[config.mk]
export PLATFORM = sky130hd
export DESIGN_NAME = bfr_ctrl
export DESIGN_NICKNAME = d
export VERILOG_FILES = /design/src/rtl/core/bfr_pkg.sv /design/src/rtl/core/bfr_ctrl.sv
export SDC_FILE = /design/constraint.sdc
export NUM_CORES = 1
export LEC_CHECK = 0
export ABC_AREA = 1
export BUFFER_PORTS_ARGS = -buffer_cell sky130_fd_sc_hd__buf_2
export CAP_MARGIN = 10
export CORE_UTILIZATION = 45
export CTS_CLUSTER_DIAMETER = 30
export DETAILED_ROUTE_END_ITERATION = 6
export HOLD_SLACK_MARGIN = 0.08
export PLACE_DENSITY = 0.78
export SYNTH_ARGS = -nofsm -noshare
export SYNTH_HDL_FRONTEND = slang
export SYNTH_SLANG_ARGS = --single-unit
[constraint.sdc]
create_clock -name i_clk -period 1.6 [get_ports i_clk]
set_clock_uncertainty 0.15 [all_clocks]
set_input_delay 0.16 -clock i_clk [delete_from_list [all_inputs] [get_ports i_clk]]
set_output_delay 0.16 -clock i_clk [all_outputs]
set_load 0.01 [all_outputs]
[src/rtl/core/bfr_pkg.sv]
// Package for the barcode frame receiver: sizes, byte codes, operation codes,
// controller states and the command/status structs between controller and datapath.
// No dependencies.
`default_nettype none

package bfr_pkg;

    // Sizing
    localparam int FRAME_BYTES   = 64;
    localparam int BARCODE_CHARS = 32;
    localparam int CNT_W         = $clog2(FRAME_BYTES);
    localparam int BC_AW         = (BARCODE_CHARS > 1) ? $clog2(BARCODE_CHARS) : 1;
    localparam int LEN_W         = $clog2(BARCODE_CHARS + 1);
    localparam int BC_DEPTH      = 2 ** (BC_AW + 1);
    localparam int TICK_W        = 16;
    localparam int CHAR_W        = 7;
    localparam int BYTE_W        = 8;
    localparam int CFG_IDX_W     = 2;
    localparam int CFG_DATA_W    = 16;

    // Frame byte codes
    localparam logic [BYTE_W-1:0] BYTE_STX      = 8'h02;
    localparam logic [BYTE_W-1:0] BYTE_ZERO     = 8'h00;
    localparam logic [BYTE_W-1:0] BYTE_PRINT_LO = 8'h20;
    localparam logic [BYTE_W-1:0] BYTE_PRINT_HI = 8'h7E;
    localparam logic [BYTE_W-1:0] BYTE_CR       = 8'h0D;
    localparam logic [BYTE_W-1:0] BYTE_LF       = 8'h0A;

    // Configuration register indexes and reset values
    localparam logic [CFG_IDX_W-1:0] CFG_OUTPUT_ENABLE = 2'd0;
    localparam logic [CFG_IDX_W-1:0] CFG_FRAME_TIMEOUT = 2'd1;
    localparam logic [CFG_IDX_W-1:0] CFG_GROUP_WINDOW  = 2'd2;

    localparam logic              RST_OUTPUT_ENABLE = 1'b1;
    localparam logic [TICK_W-1:0] RST_FRAME_TIMEOUT = 16'd20;
    localparam logic [TICK_W-1:0] RST_GROUP_WINDOW  = 16'd500;

    localparam logic [TICK_W-1:0] TICK_MAX = 16'hFFFF;

    // Input operation codes
    typedef enum logic [1:0] {
        OP_BYTE         = 2'd0,
        OP_TICK         = 2'd1,
        OP_READ_CONSUME = 2'd2,
        OP_READ_LATEST  = 2'd3
    } t_op;

    // Result kinds
    localparam logic KIND_PRINT = 1'b0;
    localparam logic KIND_READ  = 1'b1;

    // Controller states, one-hot
    typedef enum logic [4:0] {
        S_IDLE   = 5'b00001,
        S_GATHER = 5'b00010,
        S_CHECK  = 5'b00100,
        S_EMIT   = 5'b01000,
        S_NONE   = 5'b10000
    } t_state;

    // Controller to datapath
    typedef struct packed {
        logic clear_idle;
        logic byte_wr;
        logic tick;
        logic parse_start;
        logic gather;
        logic restart_b;
        logic parse_finish;
        logic fill;
        logic mark_printed;
        logic consume;
        logic emit_start;
        logic emit_kind;
        logic load_char;
        logic load_none;
    } t_cmd;

    // Datapath to controller
    typedef struct packed {
        logic is_eol;
        logic count_nz;
        logic frame_full;
        logic tmo_hit;
        logic print_hit;
        logic print_en;
        logic valid;
        logic consumed;
        logic out_free;
        logic gather_done;
        logic phase_a;
        logic n_zero;
        logic emit_last;
    } t_status;

endpackage

`default_nettype wire

[src/rtl/core/bfr_ctrl.sv]
// Controller state machine of the barcode frame receiver: sequences byte
// writes, frame parsing passes, print checks and result runs. Uses bfr_pkg.
`default_nettype none

module bfr_ctrl (
    input  logic              i_clk,
    input  logic              i_rst_n,
    input  logic              i_in_valid,
    output logic              o_in_stall,
    input  bfr_pkg::t_op      i_op,
    input  bfr_pkg::t_status  i_status,
    output bfr_pkg::t_cmd     o_cmd
);

    import bfr_pkg::*;

    t_state r_state, n_state;
    logic   r_after_tick, n_after_tick;
    logic   r_after_fill, n_after_fill;
    logic   in_acc;

    // Take a new beat only between items
    assign o_in_stall = (r_state != S_IDLE);
    assign in_acc     = i_in_valid && (r_state == S_IDLE);

    // Next state and commands
    always_comb begin
        n_state      = r_state;
        n_after_tick = r_after_tick;
        n_after_fill = r_after_fill;
        o_cmd        = '0;
        unique case (r_state)
            S_IDLE: begin
                if (in_acc) begin
                    unique case (i_op)
                        OP_BYTE: begin
                            o_cmd.clear_idle = 1'b1;
                            if (i_status.is_eol) begin
                                if (i_status.count_nz) begin
                                    o_cmd.parse_start = 1'b1;
                                    n_after_tick      = 1'b0;
                                    n_after_fill      = 1'b0;
                                    n_state           = S_GATHER;
                                end
                            end else if (!i_status.frame_full) begin
                                o_cmd.byte_wr = 1'b1;
                            end else begin
                                // full frame: parse, then keep this byte as the first
                                o_cmd.parse_start = 1'b1;
                                n_after_tick      = 1'b0;
                                n_after_fill      = 1'b1;
                                n_state           = S_GATHER;
                            end
                        end
                        OP_TICK: begin
                            o_cmd.tick = 1'b1;
                            if (i_status.tmo_hit) begin
                                o_cmd.parse_start = 1'b1;
                                n_after_tick      = 1'b1;
                                n_after_fill      = 1'b0;
                                n_state           = S_GATHER;
                            end else begin
                                n_state = S_CHECK;
                            end
                        end
                        OP_READ_CONSUME: begin
                            if (i_status.valid && !i_status.consumed) begin
                                o_cmd.consume    = 1'b1;
                                o_cmd.emit_start = 1'b1;
                                o_cmd.emit_kind  = KIND_READ;
                                n_state          = S_EMIT;
                            end else begin
                                n_state = S_NONE;
                            end
                        end
                        OP_READ_LATEST: begin
                            if (i_status.valid) begin
                                o_cmd.emit_start = 1'b1;
                                o_cmd.emit_kind  = KIND_READ;
                                n_state          = S_EMIT;
                            end else begin
                                n_state = S_NONE;
                            end
                        end
                        default: begin
                            n_state = S_IDLE;
                        end
                    endcase
                end
            end
            S_GATHER: begin
                o_cmd.gather = 1'b1;
                if (i_status.gather_done) begin
                    if (i_status.phase_a && i_status.n_zero) begin
                        // data field gave nothing: fall back to the whole frame
                        o_cmd.restart_b = 1'b1;
                    end else begin
                        o_cmd.parse_finish = 1'b1;
                        o_cmd.fill         = r_after_fill;
                        n_state            = r_after_tick ? S_CHECK : S_IDLE;
                    end
                end
            end
            S_CHECK: begin
                n_state = S_IDLE;
                if (i_status.print_hit) begin
                    o_cmd.mark_printed = 1'b1;
                    if (i_status.print_en) begin
                        o_cmd.emit_start = 1'b1;
                        o_cmd.emit_kind  = KIND_PRINT;
                        n_state          = S_EMIT;
                    end
                end
            end
            S_EMIT: begin
                if (i_status.out_free) begin
                    o_cmd.load_char = 1'b1;
                    if (i_status.emit_last) begin
                        n_state = S_IDLE;
                    end
                end
            end
            S_NONE: begin
                if (i_status.out_free) begin
                    o_cmd.load_none = 1'b1;
                    n_state         = S_IDLE;
                end
            end
            default: begin
                n_state = S_IDLE;
            end
        endcase
    end

    // State registers
    always_ff @(posedge i_clk) begin
        if (!i_rst_n) begin
            r_state      <= S_IDLE;
            r_after_tick <= 1'b0;
            r_after_fill <= 1'b0;
        end else begin
            r_state      <= n_state;
            r_after_tick <= n_after_tick;
            r_after_fill <= n_after_fill;
        end
    end

endmodule

`default_nettype wire

Word-level counts from Yosys, hierarchy flattened
Cells that the tools add are included.
- bits in registers: 7
- latch bits: 0
- memory bits (writable): 0
- bits in read-only memories: 0
- logic and storage cells: 86
- memories: 0
- add/sub/neg operators: 0
- $mul: 0
- div/mod/pow operators: 0
- order comparisons: 0
- eq/ne operators: 20
- shifts and indexed selects: 0
- muxes and demuxes: 55
- bitwise gates (word level): 0
- reduce and logical (&&, ||, !) cells: 8
- operator list (kind ; number):
    $mux W5 ; 12
    $pmux W5 S5 ; 1
    $mux W1 ; 22
    $pmux W5 S4 ; 1
    $mux W4 ; 4
    $mux W3 ; 5
    $ne A2 B2 Y1 const B ; 7
    $mux W2 ; 5
    $ne A4 B4 Y1 const B ; 2
    $pmux W2 S2 ; 2
    $reduce_and A8 Y1 ; 1
    $ne A3 B3 Y1 const B ; 2
    $pmux W1 S2 ; 3
    $reduce_and A6 Y1 ; 1
    $eq A5 B1 Y1 const B ; 1
    $eq A5 B2 Y1 const B ; 1
    $eq A5 B3 Y1 const B ; 1
    $eq A5 B4 Y1 const B ; 1
    $eq A5 B5 Y1 const B ; 1
    $ne A5 B1 Y1 const B ; 1
    $eq A2 B2 Y1 const B ; 2
    $logic_and A1 B1 Y1 ; 3
    $eq A2 B1 Y1 const B ; 1
    $logic_not A2 Y1 ; 1
    other kinds (2) ; 2

Depth between registers and ports, before layout
- depth after elaboration: 6
- mapped depth: 10
- depth with buffers taken out: 10

Worst setup path after synthesis
No wires, ideal clock.
- path kind: reg-to-output
- start point: register r_state[4]
- end point: output port o_cmd[4] (netlist name)
- arrival time: 1.286 ns
- data required time: 1.290 ns
- setup slack: 0.004 ns
- cell stages (with the launch flop): 7
- path buffers: 1
- cell sequence: dfxtp_1 -> inv_1 -> buf_6 -> nand4_2 -> nor2_1 -> nand2_1 -> nor4_1
- RTL lines (item ; line ; RTL):
    start: declaration ; bfr_ctrl.sv:17 ; t_state r_state, n_state;
    start signal: assignment ; bfr_ctrl.sv:142 ; r_state <= n_state;
    end: declaration ; bfr_ctrl.sv:12 ; output bfr_pkg::t_cmd o_cmd

==> impl_metrics.yaml <==
yosys:
  synthMuxAreaShare_pct: 0
  yosysMostFrequentCell: "nand2_1"
  synthArstFlopShare_pct: 0
  synth_compound_area_share_pct: 4.23
  syn_area_um2: 711
  yosys.area_share.simple_pct: 63.4
  synth_top_family_by_area: "simple AND/OR/NAND/NOR gates"
  synth_area_leader_cell: "dfxtp_1"
  synth_cell_types: 19
  synthCells: 126
  synth-xor-area-share_pct: 0
  synth_top_area_share_pct: 19.7
  synth.net_count: 144
  ys_ff_latch: 7
  synthTopCellsByArea: "dfxtp_1 (20%), nand2_1 (18%), inv_1 (11%)"
  ys_seq_area_share_pct: 19.7
  synth_ff_type: "dfxtp_1"
  synth_warnings: 0
  synth.avg_cell_area_um2: 5.64
  synth_edf_count: 0
  ys_top_cells_by_count: "nand2_1 (34), inv_1 (20), nor2_1 (19)"
  synth_adder_area_share_pct: 0
cts:
  clk_pin_slew_worst_paths_ps: 50
  insertion_delay_ps: 250
  cts.sinks: 7
  cts_max_path_buffers: 2
  cts_max_level: 1
  cts_root_buf: "clkbuf_4"
  cts_buffers: 3
  cts_tree: "built"
route:
  via_count: 970
  dr.pass1.iters: 4
  drc: 0
  routed_wirelength_um: 2030
  via_per_inst: 5.13
  ant_nets: 0
  drt_iter0_drc: 27
  wl_per_cell_um: 10.8
timing:
  worst_slew_pin_slew_ps: 219
  slew_headroom_pct: 85.3
  fin_crit_sh_pct: 109
  rsz0062_at_grt: "true"
  clock.fmax_mhz: 574
  worst_slack_ps: -142
  period_minus_slack_ps: 1740
  setup-violations-final: 10
  report.final.slew_viol_count: 0
  finalHoldViolations: 0
finish:
  nets: 193
  fillerInstances: 113
  syn_to_final_growth_pct: 49.5
  drive_above_1_share_pct: 42.0
  final_core_util_pct: 76.8
  diodes: 0
  stdcell_area_um2: 1060
  instances_no_fill: 189
run:
  drv_cap: 0
global_routing:
  grt_max_degree: 10
  met2_usage_pct: 38.4
  antenna_found_initial: 0
  grt_busiest_layer: "met2"
  grtUsageMet3_pct: 1.30
  grt_overflow_total: 0
  met1_usage_pct: 31.3
  grt_pass1_wl_um: 3280
  grt_util_all_layers_pct: 23.0
  grt_pass1_vias: 781
placed_design:
  port_buffers: 32
  hpwl_um: 1470
  finalWeightedCongestion: 0.828
  postPlaceCellArea_um2: 908
  place_inst: 176
die:
  die_w_um: 41.7
  io_pins: 33
  rows: 13
  initial_core_util_pct: 51.4
  die-area_um2: 1740
  fp.coreArea_um2: 1380
  die_y_um: 41.7
worst_setup_path:
  timing.rr.end: "r_state[1]"
  crit_arrival_ps: 1430
  cp_max_fo: 4
  cp-end-kind: "primary output"
  required_ps: 1290
  r2r-start: "r_state[0]"
  reg2regPathDepth: 7
  worstSetupPathType: "register to primary output"
  cp-start-kind: "register"
  r2r_setup_slack_ps: 50
worst_hold_path:
  hp-start: "i_op[1]"
  hp-class: "primary input to register"
  hold_depth: 4
  hold_path_end: "r_after_tick"
run_status:
  status: "finished with violations"
  violations: "setup timing"
power_and_ir_drop:
  ir_drop_v: 0.000947
  powerDensity_nw_per_um2: 1440
  p_leak_uw: 0.000597
==> registers in the layout, summed over array words and instances, names as in the netlist <==
register      count
r_state           5
r_after_fill      1
r_after_tick      1
==> repair_timing <==
action	4_1_cts	5_1_grt
gates resized for setup	14	5
pin swaps	6	4
buffers inserted	7	0
hold buffers	2	0
endpoints found under the hold margin	7	0
endpoints found under the setup margin	12	18
==> final cells by class <==
cell class	instances	area [µm²]	area share, %
sequential	7	148	13.9
timing repair buffer	45	263	24.7
clock buffer	4	26.3	2.47
multi-input combinational	97	528	49.7
tap	15	18.8	1.77
inverter	21	78.8	7.42
==> metal layers <==
metal  routed length [µm]  part of all wire, %
met1                  937                   46
met2                  951                   47
met3                  111                  5.5
met4                   32                  1.6
met5                    0                    0
==> critical path, cell delays in order, from the launching register on <==
cell	delay, ps
dfxtp_2	340
nor2_4	150
buf_4	140
nand3_2	100
nor3_4	160
and2_1	160
buf_2	130
==> through the flow <==
| stage | power [µW] | hold slack (ps) | TNS [ps] | setup WS, ps |
|---|---|---|---|---|
| final | 1530 | 102 | -861 | -142 |
| after global routing | 1660 | 117 | -1930 | -256 |
| after CTS | 1490 | 87.6 | -827 | -135 |
| after detailed placement | 1110 | 270 | 0 | 18.0 |
| after global placement | 1100 | 255 | 0 | 26.0 |
| after floorplan | 899 | 94.6 | 0 | 4.21 |
==> placed cells by master, fill, tap and decap left out, types with 2 or more instances in the layout <==
cell type      count
nor2_2             4
dfxtp_1            3
nor4_1             2
dfxtp_2            3
a21oi_1            4
buf_2             32
clkbuf_4           3
nor2_1            16
nand3_2            2
dlygate4sd3_1      2
nor2_4             7
inv_2              3
inv_1             18
buf_4             11
nand2_1           32
nand4_1            8
nand2_2            4
nand3_1           11
==> where the power goes <==
group | leakage, µW | internal (µW) | switching [µW]
sequential | 0.0000586 | 234 | 64.2
combinational | 0.000523 | 467 | 605
clock | 0.0000150 | 94.9 | 60.5
==> kinds of logic (layout without fill, tap and decap cells) <==
group / Yosys count / in the layout
flops: 7 / 7
compound gates: 6 / 6
buf+inv: 22 / 70
simple gates: 91 / 91
==> worst max-delay path by stage <==
stage / startpoint / to / slack [ps] / cells past startpoint
global route: r_state[2] / o_cmd[4] / -260 / 6
global placement: r_state[1] / o_cmd[3] / 30 / 9
finish: r_state[2] / o_cmd[6] / -140 / 6
CTS: r_state[3] / o_cmd[3] / -130 / 9
floorplan: r_state[4] / o_cmd[4] / 4 / 6
detailed placement: r_state[2] / o_cmd[3] / 20 / 9
(Power assumes the default switching activity.)
