### config.mk
export PLATFORM = sky130hd
export DESIGN_NAME = bfr_datapath
export DESIGN_NICKNAME = d
export VERILOG_FILES = /design/src/rtl/core/bfr_pkg.sv /design/src/rtl/core/bfr_ram.sv /design/src/rtl/core/bfr_datapath.sv
export SDC_FILE = /design/constraint.sdc
export NUM_CORES = 1
export LEC_CHECK = 0
export BUFFER_PORTS_ARGS = -buffer_cell sky130_fd_sc_hd__buf_2
export CORE_MARGIN = 4
export CORE_UTILIZATION = 30
export CTS_CLUSTER_SIZE = 16
export DETAILED_ROUTE_END_ITERATION = 8
export PLACE_DENSITY_LB_ADDON = 0.15
export SLEW_MARGIN = 20
export SYNTH_ARGS = -nofsm -noshare
export SYNTH_HDL_FRONTEND = slang
export SYNTH_SLANG_ARGS = --single-unit
### constraint.sdc
create_clock -name i_clk -period 2.9 [get_ports i_clk]
set_input_delay 0.145 -clock i_clk [delete_from_list [all_inputs] [get_ports i_clk]]
set_output_delay 0.145 -clock i_clk [all_outputs]
set_load 0.1 [all_outputs]
### src/rtl/core/bfr_pkg.sv
// Package for the barcode frame receiver: sizes, byte codes, operation codes,
// controller states and the command/status structs between controller and datapath.
// No dependencies.
`default_nettype none

package bfr_pkg;

    // Sizing
    localparam int FRAME_BYTES   = 64;
    localparam int BARCODE_CHARS = 32;
    localparam int CNT_W         = $clog2(FRAME_BYTES);
    localparam int BC_AW         = (BARCODE_CHARS > 1) ? $clog2(BARCODE_CHARS) : 1;
    localparam int LEN_W         = $clog2(BARCODE_CHARS + 1);
    localparam int BC_DEPTH      = 2 ** (BC_AW + 1);
    localparam int TICK_W        = 16;
    localparam int CHAR_W        = 7;
    localparam int BYTE_W        = 8;
    localparam int CFG_IDX_W     = 2;
    localparam int CFG_DATA_W    = 16;

    // Frame byte codes
    localparam logic [BYTE_W-1:0] BYTE_STX      = 8'h02;
    localparam logic [BYTE_W-1:0] BYTE_ZERO     = 8'h00;
    localparam logic [BYTE_W-1:0] BYTE_PRINT_LO = 8'h20;
    localparam logic [BYTE_W-1:0] BYTE_PRINT_HI = 8'h7E;
    localparam logic [BYTE_W-1:0] BYTE_CR       = 8'h0D;
    localparam logic [BYTE_W-1:0] BYTE_LF       = 8'h0A;

    // Configuration register indexes and reset values
    localparam logic [CFG_IDX_W-1:0] CFG_OUTPUT_ENABLE = 2'd0;
    localparam logic [CFG_IDX_W-1:0] CFG_FRAME_TIMEOUT = 2'd1;
    localparam logic [CFG_IDX_W-1:0] CFG_GROUP_WINDOW  = 2'd2;

    localparam logic              RST_OUTPUT_ENABLE = 1'b1;
    localparam logic [TICK_W-1:0] RST_FRAME_TIMEOUT = 16'd20;
    localparam logic [TICK_W-1:0] RST_GROUP_WINDOW  = 16'd500;

    localparam logic [TICK_W-1:0] TICK_MAX = 16'hFFFF;

    // Input operation codes
    typedef enum logic [1:0] {
        OP_BYTE         = 2'd0,
        OP_TICK         = 2'd1,
        OP_READ_CONSUME = 2'd2,
        OP_READ_LATEST  = 2'd3
    } t_op;

    // Result kinds
    localparam logic KIND_PRINT = 1'b0;
    localparam logic KIND_READ  = 1'b1;

    // Controller states, one-hot
    typedef enum logic [4:0] {
        S_IDLE   = 5'b00001,
        S_GATHER = 5'b00010,
        S_CHECK  = 5'b00100,
        S_EMIT   = 5'b01000,
        S_NONE   = 5'b10000
    } t_state;

    // Controller to datapath
    typedef struct packed {
        logic clear_idle;
        logic byte_wr;
        logic tick;
        logic parse_start;
        logic gather;
        logic restart_b;
        logic parse_finish;
        logic fill;
        logic mark_printed;
        logic consume;
        logic emit_start;
        logic emit_kind;
        logic load_char;
        logic load_none;
    } t_cmd;

    // Datapath to controller
    typedef struct packed {
        logic is_eol;
        logic count_nz;
        logic frame_full;
        logic tmo_hit;
        logic print_hit;
        logic print_en;
        logic valid;
        logic consumed;
        logic out_free;
        logic gather_done;
        logic phase_a;
        logic n_zero;
        logic emit_last;
    } t_status;

endpackage

`default_nettype wire

### src/rtl/core/bfr_ram.sv
// Generic simple dual-port RAM: one write port, one read port with registered data.
// No dependencies.
`default_nettype none

module bfr_ram #(
    parameter int WIDTH = 8,
    parameter int DEPTH = 64
) (
    input  logic                     i_clk,
    input  logic                     i_we,
    input  logic [$clog2(DEPTH)-1:0] i_waddr,
    input  logic [WIDTH-1:0]         i_wdata,
    input  logic                     i_re,
    input  logic [$clog2(DEPTH)-1:0] i_raddr,
    output logic [WIDTH-1:0]         o_rdata
);

    logic [WIDTH-1:0] r_mem [DEPTH];
    logic [WIDTH-1:0] r_rdata;

    // Write, and register the read word (held while no read is issued)
    always_ff @(posedge i_clk) begin
        if (i_we) begin
            r_mem[i_waddr] <= i_wdata;
        end
        if (i_re) begin
            r_rdata <= r_mem[i_raddr];
        end
    end

    assign o_rdata = r_rdata;

endmodule

`default_nettype wire

### src/rtl/core/bfr_datapath.sv
// Datapath of the barcode frame receiver: frame store, header capture, gather
// pass, banked barcode store, timers, configuration and output register.
// Uses bfr_pkg and bfr_ram.
`default_nettype none

module bfr_datapath (
    input  logic                            i_clk,
    input  logic                            i_rst_n,
    input  logic [bfr_pkg::BYTE_W-1:0]      i_data_byte,
    input  logic                            i_cfg_valid,
    input  logic [bfr_pkg::CFG_IDX_W-1:0]   i_cfg_index,
    input  logic [bfr_pkg::CFG_DATA_W-1:0]  i_cfg_data,
    input  logic                            i_out_stall,
    output logic                            o_out_valid,
    output logic                            o_kind,
    output logic                            o_found,
    output logic [bfr_pkg::CHAR_W-1:0]      o_character,
    output logic                            o_last,
    input  bfr_pkg::t_cmd                   i_cmd,
    output bfr_pkg::t_status                o_status
);

    import bfr_pkg::*;

    // Control state
    logic [CNT_W-1:0]  r_count;
    logic [TICK_W-1:0] r_idle;
    logic [TICK_W-1:0] r_age;
    logic [LEN_W-1:0]  r_len;
    logic [LEN_W-1:0]  r_n;
    logic              r_valid;
    logic              r_consumed;
    logic              r_printed;
    logic              r_bank;
    logic              r_dv;
    logic              r_out_valid;
    logic              r_out_en;
    logic [TICK_W-1:0] r_tmo;
    logic [TICK_W-1:0] r_win;

    // Payload state
    logic [BYTE_W-1:0] r_hdr0, r_hdr1, r_hdr2;
    logic [BYTE_W-1:0] r_pend;
    logic [CNT_W-1:0]  r_rd_addr;
    logic [CNT_W-1:0]  r_rd_end;
    logic              r_phase_a;
    logic [LEN_W-1:0]  r_emit_idx;
    logic              r_emit_kind;
    logic              r_out_kind;
    logic              r_out_found;
    logic [CHAR_W-1:0] r_out_char;
    logic              r_out_last;

    logic [TICK_W-1:0] idle_inc;
    logic [TICK_W-1:0] age_inc;
    logic [BYTE_W:0]   data_end;
    logic              hdr_ok;
    logic              issue;
    logic              printable;
    logic              gwr;
    logic              out_free;
    logic [LEN_W-1:0]  emit_next;
    logic              emit_last;

    logic              fr_we;
    logic [CNT_W-1:0]  fr_waddr;
    logic [BYTE_W-1:0] fr_wdata;
    logic [BYTE_W-1:0] fr_rdata;
    logic              bc_re;
    logic [BC_AW:0]    bc_raddr;
    logic [CHAR_W-1:0] bc_rdata;

    // Saturating timer increments
    assign idle_inc = (r_idle == TICK_MAX) ? r_idle : r_idle + TICK_W'(1);
    assign age_inc  = (r_age == TICK_MAX) ? r_age : r_age + TICK_W'(1);

    // Header check: STX, zero, nonzero length, all data bytes present
    assign data_end = {1'b0, r_hdr2} + (BYTE_W + 1)'(3);
    assign hdr_ok   = (r_count >= CNT_W'(4)) && (r_hdr0 == BYTE_STX)
                      && (r_hdr1 == BYTE_ZERO) && (r_hdr2 != BYTE_ZERO)
                      && (data_end <= (BYTE_W + 1)'(r_count));

    // Gather pass: one frame read a cycle, filter on the registered word
    assign issue     = i_cmd.gather && (r_rd_addr < r_rd_end);
    assign printable = (fr_rdata >= BYTE_PRINT_LO) && (fr_rdata <= BYTE_PRINT_HI);
    assign gwr       = r_dv && printable && (r_n < LEN_W'(BARCODE_CHARS));

    assign fr_we    = i_cmd.byte_wr || (i_cmd.parse_finish && i_cmd.fill);
    assign fr_waddr = i_cmd.byte_wr ? r_count : '0;
    assign fr_wdata = i_cmd.byte_wr ? i_data_byte : r_pend;

    bfr_ram #(
        .WIDTH (BYTE_W),
        .DEPTH (FRAME_BYTES)
    ) u_frame_ram (
        .i_clk   (i_clk),
        .i_we    (fr_we),
        .i_waddr (fr_waddr),
        .i_wdata (fr_wdata),
        .i_re    (issue),
        .i_raddr (r_rd_addr),
        .o_rdata (fr_rdata)
    );

    // Barcode store: new result fills the inactive bank, swap on success
    assign emit_next = r_emit_idx + LEN_W'(1);
    assign emit_last = (emit_next == r_len);
    assign bc_re     = i_cmd.emit_start || i_cmd.load_char;
    assign bc_raddr  = i_cmd.emit_start ? {r_bank, BC_AW'(0)}
                                        : {r_bank, emit_next[BC_AW-1:0]};

    bfr_ram #(
        .WIDTH (CHAR_W),
        .DEPTH (BC_DEPTH)
    ) u_barcode_ram (
        .i_clk   (i_clk),
        .i_we    (gwr),
        .i_waddr ({~r_bank, r_n[BC_AW-1:0]}),
        .i_wdata (fr_rdata[CHAR_W-1:0]),
        .i_re    (bc_re),
        .i_raddr (bc_raddr),
        .o_rdata (bc_rdata)
    );

    assign out_free = !r_out_valid || !i_out_stall;

    // Status to the controller
    always_comb begin
        o_status.is_eol      = (i_data_byte == BYTE_CR) || (i_data_byte == BYTE_LF);
        o_status.count_nz    = (r_count != '0);
        o_status.frame_full  = (r_count == CNT_W'(FRAME_BYTES - 1));
        o_status.tmo_hit     = (r_count != '0) && (idle_inc >= r_tmo);
        o_status.print_hit   = r_valid && !r_printed && (r_age >= r_win);
        o_status.print_en    = r_out_en;
        o_status.valid       = r_valid;
        o_status.consumed    = r_consumed;
        o_status.out_free    = out_free;
        o_status.gather_done = !issue && !r_dv;
        o_status.phase_a     = r_phase_a;
        o_status.n_zero      = (r_n == '0);
        o_status.emit_last   = emit_last;
    end

    // Control registers
    always_ff @(posedge i_clk) begin
        if (!i_rst_n) begin
            r_count     <= '0;
            r_idle      <= '0;
            r_age       <= '0;
            r_len       <= '0;
            r_n         <= '0;
            r_valid     <= 1'b0;
            r_consumed  <= 1'b0;
            r_printed   <= 1'b0;
            r_bank      <= 1'b0;
            r_dv        <= 1'b0;
            r_out_valid <= 1'b0;
            r_out_en    <= RST_OUTPUT_ENABLE;
            r_tmo       <= RST_FRAME_TIMEOUT;
            r_win       <= RST_GROUP_WINDOW;
        end else begin
            r_dv <= issue;

            // configuration writes
            if (i_cfg_valid) begin
                unique case (i_cfg_index)
                    CFG_OUTPUT_ENABLE: r_out_en <= i_cfg_data[0];
                    CFG_FRAME_TIMEOUT: r_tmo    <= i_cfg_data;
                    CFG_GROUP_WINDOW:  r_win    <= i_cfg_data;
                    default:           r_out_en <= r_out_en;
                endcase
            end

            // timers
            if (i_cmd.clear_idle) begin
                r_idle <= '0;
            end
            if (i_cmd.tick) begin
                r_idle <= idle_inc;
                r_age  <= age_inc;
            end

            // frame fill
            if (i_cmd.byte_wr) begin
                r_count <= r_count + CNT_W'(1);
            end

            // gathered character count
            if (i_cmd.parse_start || i_cmd.restart_b) begin
                r_n <= '0;
            end else if (gwr) begin
                r_n <= r_n + LEN_W'(1);
            end

            // close the parse: empty the frame, install a non-empty barcode
            if (i_cmd.parse_finish) begin
                r_count <= i_cmd.fill ? CNT_W'(1) : '0;
                r_idle  <= '0;
                if (r_n != '0) begin
                    r_bank     <= ~r_bank;
                    r_len      <= r_n;
                    r_valid    <= 1'b1;
                    r_consumed <= 1'b0;
                    r_printed  <= 1'b0;
                    r_age      <= '0;
                end
            end

            if (i_cmd.mark_printed) begin
                r_printed <= 1'b1;
            end
            if (i_cmd.consume) begin
                r_consumed <= 1'b1;
            end

            // output register
            if (i_cmd.load_char || i_cmd.load_none) begin
                r_out_valid <= 1'b1;
            end else if (r_out_valid && !i_out_stall) begin
                r_out_valid <= 1'b0;
            end
        end
    end

    // Payload registers
    always_ff @(posedge i_clk) begin
        if (i_cmd.byte_wr) begin
            if (r_count == CNT_W'(0)) begin
                r_hdr0 <= i_data_byte;
            end
            if (r_count == CNT_W'(1)) begin
                r_hdr1 <= i_data_byte;
            end
            if (r_count == CNT_W'(2)) begin
                r_hdr2 <= i_data_byte;
            end
        end
        if (i_cmd.parse_finish && i_cmd.fill) begin
            r_hdr0 <= r_pend;
        end

        if (i_cmd.parse_start) begin
            r_pend    <= i_data_byte;
            r_phase_a <= hdr_ok;
            r_rd_addr <= hdr_ok ? CNT_W'(3) : '0;
            r_rd_end  <= hdr_ok ? CNT_W'(data_end) : r_count;
        end else if (i_cmd.restart_b) begin
            r_phase_a <= 1'b0;
            r_rd_addr <= '0;
            r_rd_end  <= r_count;
        end else if (issue) begin
            r_rd_addr <= r_rd_addr + CNT_W'(1);
        end

        if (i_cmd.emit_start) begin
            r_emit_idx  <= '0;
            r_emit_kind <= i_cmd.emit_kind;
        end else if (i_cmd.load_char) begin
            r_emit_idx <= emit_next;
        end

        if (i_cmd.load_char) begin
            r_out_kind  <= r_emit_kind;
            r_out_found <= 1'b1;
            r_out_char  <= bc_rdata;
            r_out_last  <= emit_last;
        end else if (i_cmd.load_none) begin
            r_out_kind  <= KIND_READ;
            r_out_found <= 1'b0;
            r_out_char  <= '0;
            r_out_last  <= 1'b1;
        end
    end

    assign o_out_valid = r_out_valid;
    assign o_kind      = r_out_kind;
    assign o_found     = r_out_found;
    assign o_character = r_out_char;
    assign o_last      = r_out_last;

    // Checks
    a_load_when_free: assert property (@(posedge i_clk) disable iff (!i_rst_n)
        (i_cmd.load_char || i_cmd.load_none) |-> out_free)
        else $error("result loaded over a stalled beat");

    a_gather_bound: assert property (@(posedge i_clk) disable iff (!i_rst_n)
        r_n <= LEN_W'(BARCODE_CHARS))
        else $error("gathered count beyond barcode limit");

    a_frame_bound: assert property (@(posedge i_clk) disable iff (!i_rst_n)
        r_count <= CNT_W'(FRAME_BYTES - 1))
        else $error("frame count beyond store depth");

    a_valid_len: assert property (@(posedge i_clk) disable iff (!i_rst_n)
        r_valid |-> (r_len != '0))
        else $error("valid barcode with zero length");

    a_parse_empties: assert property (@(posedge i_clk) disable iff (!i_rst_n)
        i_cmd.parse_finish |=> (r_count <= CNT_W'(1)) && (r_idle == '0))
        else $error("parse did not empty the frame");

endmodule

`default_nettype wire

# Word-level counts from Yosys, hierarchy flattened
# Memories as Yosys holds them, arrays and structs flattened. A register that Yosys moved wholly into a read port is not among the register bits.
# Index checks and enable logic that the tools add are counted.
# W data, S select, Z words.
totals:
  ff_bits: 151
  wordCells: 152
  mem_count: 2
  ram_bits: 960
memory_table:
  columns: ["memory", "depth", "word_bits", "read_ports", "rd_clocked_by_memory_dff", "wr", "line", "text"]
  rows:
  - ["u_frame_ram.r_mem", 64, 8, 1, 1, 1, "bfr_ram.sv:18", "logic [WIDTH-1:0] r_mem [DEPTH];"]
  - ["u_barcode_ram.r_mem", 64, 7, 1, 1, 1, "bfr_ram.sv:18", null]
op_classes:
  eq_ne: 11
  muxes: 40
  bitwise: 2
  add_sub_neg: 7
  n_lt_le_gt_ge: 8
  reduce_logical: 55
ops:
  columns: ["op", "count"]
  rows:
  - ["$mux W16", 7]
  - ["$mux W6", 9]
  - ["$add A16 B1 Y16 const B", 2]
  - ["$eq A16 B16 Y1 const B", 2]
  - ["$ge A16 B16 Y1", 2]
  - ["$mux W8", 4]
  - ["$add A6 B1 Y6 const B", 4]
  - ["$reduce_bool A2 Y1", 11]
  - ["$reduce_and A2 Y1", 9]
  - ["$eq A8 B4 Y1 const B", 2]
  - ["$mux W1", 16]
  - ["$logic_and A1 B1 Y1", 14]
  - ["$mux W7", 2]
  - ["$logic_not A6 Y1", 2]
  - ["$reduce_bool A6 Y1", 2]
  - ["$add A8 B2 Y9 const B", 1]
  - ["$le A9 B6 Y1", 1]
  - ["$eq A8 B2 Y1 const B", 1]
  - ["$ge A8 B6 Y1 const B", 1]
  - ["$le A8 B7 Y1 const B", 1]
  - ["$logic_not A8 Y1", 1]
  - ["$reduce_bool A8 Y1", 1]
  - ["$eq A6 B1 Y1 const B", 1]
  - ["$eq A6 B2 Y1 const B", 1]
  - ["15 further kinds", 26]

# Longest topological paths before layout
logic_depth:
  word_depth: 7
  depth_mapped: 15

# By module
# Synthesis repeated with hierarchy kept, for this count alone.
unflattened:
  cells_unflattened: 2599
  hier_area_um2: 45916.5
modules_own_cells:
  columns: ["mod", "cells_per_inst", "seq_area_each_um2", "instances", "area_per_inst_um2"]
  rows:
  - ["bfr_ram (u_frame_ram)", 940, 15615.0, 1, 20246.9]
  - ["bfr_ram (u_barcode_ram)", 827, 13663.1, 1, 17705.7]
  - ["bfr_datapath", 832, 3573.4, 1, 7963.9]

# Least setup slack after synthesis
# No wires, ideal clock.
synth_timing:
  path_type: "reg2out"
  start: "register r_age[5]"
  end: "output port o_status[8] (netlist bit)"
  arrival_ps: 4043
  setup_slack_ps: -1288
  path_stages_with_launch: 6
  path_cell_list: "dfxtp_1 -> ha_1 -> o21ai_0 -> a2111oi_0 -> a21oi_1 -> nor4_1"
synth_lines:
  columns: ["item", "line", "text"]
  rows:
  - ["from (decl)", "bfr_datapath.sv:28", "logic [TICK_W-1:0] r_age;"]
  - ["from (signal assigned)", "bfr_datapath.sv:180", "r_age <= age_inc;"]
  - ["to (decl)", "bfr_datapath.sv:20", "output bfr_pkg::t_status o_status"]

==> run summary <==
Status -> finished with violations
Failing checks -> setup timing
Kind of cell adding the most delay to the critical path -> simple AND/OR/NAND/NOR gates
I/O Pins -> 68
Pre-CTS setup slack -> -68.8 ps
CP startpoint kind -> register
TritonCTS clock tree -> built
Final hold vios -> 0
Synth-to-Final Area Change -> 21.0%
Syn. warnings -> 0
Leakage -> 18.5 nW
Root Buffer -> clkbuf_16
Final setup viols -> 1
Clock transition at path regs -> 60 ps
Yosys reg bits -> 1126
Critical-path cell list -> and4_4 > buf_6 > nand4_1 > nor3_2 > xnor2_1 > nand2_1 > ha_4 > a21o_1 > a21o_1 > a21oi_2 > buf_4 > a31oi_4 > buf_12
PnR worst setup slack -> -603 ps
Worst Tran Pin Value -> 960 ps
Crit-path most repeated cell -> a21o_1
Crit path max-delay cell type -> dfxtp_2
Fin nets -> 3506
Vias in the first global route -> 28488
Cells after Synth -> 3017
Data arrival, critical path -> 3360 ps
DRT iter0 DRCs -> 2017
Total die area -> 161000 sq um
Clock Latency Late Sink -> 730 ps
Antenna-violating nets left -> 0
Number of fill cells in the layout -> 14509
Slew HR -> 0.357
Worst EP required -> 2760 ps
# rows -> 144
Layout cell share with drive strength beyond 1 -> 0.222
Total Wirelength -> 130000 microns
Post-synthesis cell type count -> 76
First-pass GRT wire length -> 191000 microns
DRC viols -> 0
Syn avg cell area -> 15.4 sq um
Synthesized Nets -> 3116
Routed met1 length -> 56300 microns
Die H -> 401 microns
Routed length on met2 -> 64300 microns
Hold_ws -> 93.1 ps
Worst path bufs/invs -> 3
Top_reg_cell synth -> edfxtp_1
Sequential area share after synthesis -> 0.708
Hpwl dp -> 84400 microns
Grt ovf -> 0
Tcrit/Tclk final -> 1.21
TritonCTS Buffers -> 121
Final worst path period need -> 3500 ps
Kind of critical path -> reg -> out
Hold crit path type -> in -> reg
Pwr dens -> 675 nW/um^2
CP Capture Type -> output pin
RePlAce Congestion -> 0.840
Max clock buf depth -> 3
Via Count -> 27753
Fmax -> 0.285 GHz
Pin count of the biggest net entering global routing -> 65
Metal3 WL -> 5880 microns
Ant. Diodes -> 0
RSZ-0062 raised after global routing -> yes
GRT Util Overall -> 0.157
Setup Skew -> 37.6 ps
# clock sinks -> 1126
Power Total -> 37.9 mW
WL per Instance -> 23.3 microns
CTS H-tree lvls -> 3
Crit-path max cell delay -> 320 ps
Starting Density -> 0.302
Max Used Layer -> met4
CP Max Fanout -> 3
Initial antenna violation count -> 0
Core area -> 154000 sq um
Asr flop ratio synth -> 0
Chip width -> 401 microns
Max-cap check violation count -> 0
Port Buffers -> 67
Fin. max-slew vios -> 0
Synthesized area -> 46400 sq um
Number of synthesized flops with an enable pin -> 1030
Vias per cell -> 5.00
VDD IR max -> 0.000488 V
Drt pass-1 iters -> 5
cell usage in the layout (no fill, tap or decap), drive strengths merged, types with 70 or more instances in the layout:
master | Yosys | routed
edfxtp | 1030 | 1030
buf | 91 | 386
nor2 | 218 | 218
mux2i | 179 | 179
nand2 | 175 | 175
clkbuf | 82 | 160
a21oi | 127 | 127
o22ai | 112 | 112
dfxtp | 96 | 96
mux4 | 85 | 85
inv | 68 | 73
o21ai | 70 | 70
worst paths after layout:
check	endpoint	slack [ps]	from	cells after the start
min reg2reg	o_found	450	o_found	1
min	r_count[0]	90	i_cmd[6]	4
max	o_status[9]	-600	r_idle[3]	13
max reg2reg	u_barcode_ram.o_rdata[2]	110	r_emit_idx[0]	9
power by group:
part	internal (mW)	switching, mW
logic	1.32	2.77
registers	18.3	0.0951
clock network	8.99	6.37
worst register-to-register path, delay by kind of cell, from the launching register on:
| kind | cells | cell delay, ps |
|---|---|---|
| and+or+nand+nor | 2 | 360 |
| adders and majority gates | 1 | 240 |
| buffers and inverters | 2 | 450 |
| AOI/OAI and AO/OA | 2 | 580 |
| muxes | 1 | 340 |
| xor gates and xnor gates | 1 | 180 |
| DFF | 1 | 400 |
logic make-up after synthesis:
logic type | share of synthesized area
AND/OR/NAND/NOR | 0.0626
XOR/XNOR | 0.0112
AO/OA/AOI/OAI | 0.0865
adder cells (fa/ha/maj) | 0.0148
buffers and inverters | 0.0229
flip-flops | 0.708
multiplexers | 0.0940
per-layer routing:
layer,vias to the layer above,global-route usage
met4,0,0.0406
met1,14174,0.208
met3,190,0.0231
met5,-,0
li1,12675,-
met2,714,0.269
state kept, by name, indices dropped and copies added, names as in the netlist, 7 cells and up:
| name | cells |
|---|---|
| u_frame_ram.r_mem | 512 |
| u_barcode_ram.r_mem | 448 |
| r_age | 16 |
| r_idle | 16 |
| r_tmo | 16 |
| r_win | 16 |
| r_hdr0 | 8 |
| r_hdr1 | 8 |
| r_hdr2 | 8 |
| r_pend | 8 |
| u_frame_ram.o_rdata | 8 |
| o_character | 7 |
| u_barcode_ram.o_rdata | 7 |
cells in the mapped netlist, types with 10 or more instances:
master    instances  share of area
and2_1           11         0.0015
buf_1            22         0.0018
nor2b_1          15         0.0020
mux2_2           53          0.013
nand3_1          50         0.0054
xnor2_1          34         0.0064
nor2_1          217          0.018
a221oi_1         13         0.0025
a21o_1           15         0.0024
a311oi_1         10         0.0019
nor3_1           16         0.0017
a211oi_1         25         0.0040
o211ai_1         22         0.0036
a21oi_1         125          0.013
a32oi_1          10         0.0019
nand4_1          22         0.0030
o21ai_0          70         0.0076
nand2b_1         25         0.0034
a211o_1          13         0.0025
o221ai_1         62          0.012
inv_1            68         0.0055
clkbuf_1         82         0.0066
and3_1           28         0.0038
ha_1             55          0.015
buf_4            20         0.0032
o22ai_1         112          0.015
buf_2            47         0.0051
or3_1            21         0.0028
xor2_1           22         0.0042
o32ai_1          25         0.0047
mux4_2           85          0.041
edfxtp_1       1030           0.67
mux2i_1         179          0.039
a31oi_1          18         0.0024
dfxtp_1          96          0.041
a22oi_1          34         0.0055
nand2_1         175          0.014
stage by stage:
stage / TNS, ps / cell area [sq um] / util / std cells
global placement: -124 / 51200 / 0.333 / 5255
floorplan: -238 / 46500 / - / 3017
global route: -880 / 56100 / 0.365 / 5550
detailed placement: -117 / 51200 / 0.333 / 5255
finish: -603 / 56100 / 0.365 / 5550
CTS: -632 / 55900 / 0.363 / 5534
area by class of cell:
| class | count | area [sq um] | share of cell area |
|---|---|---|---|
| clock buffer | 157 | 3220 | 0.0574 |
| multi-input combinational | 1648 | 12800 | 0.228 |
| inverter | 70 | 263 | 0.00468 |
| sequential | 1126 | 32900 | 0.586 |
| clock inverter | 65 | 737 | 0.0131 |
| tap | 2044 | 2560 | 0.0456 |
| timing repair buffer | 440 | 3700 | 0.0658 |
what timing repair did:
| action | CTS | global route |
|---|---|---|
| pin swaps | 27 | 20 |
| hold endpoints to repair | 120 | 0 |
| endpoints found under the setup margin | 5 | 15 |
| buffers inserted | 8 | 14 |
| gates cloned | 1 | 2 |
| hold buffers | 49 | 0 |
| resized for setup | 41 | 28 |
Power figures use the tool's default switching activity.
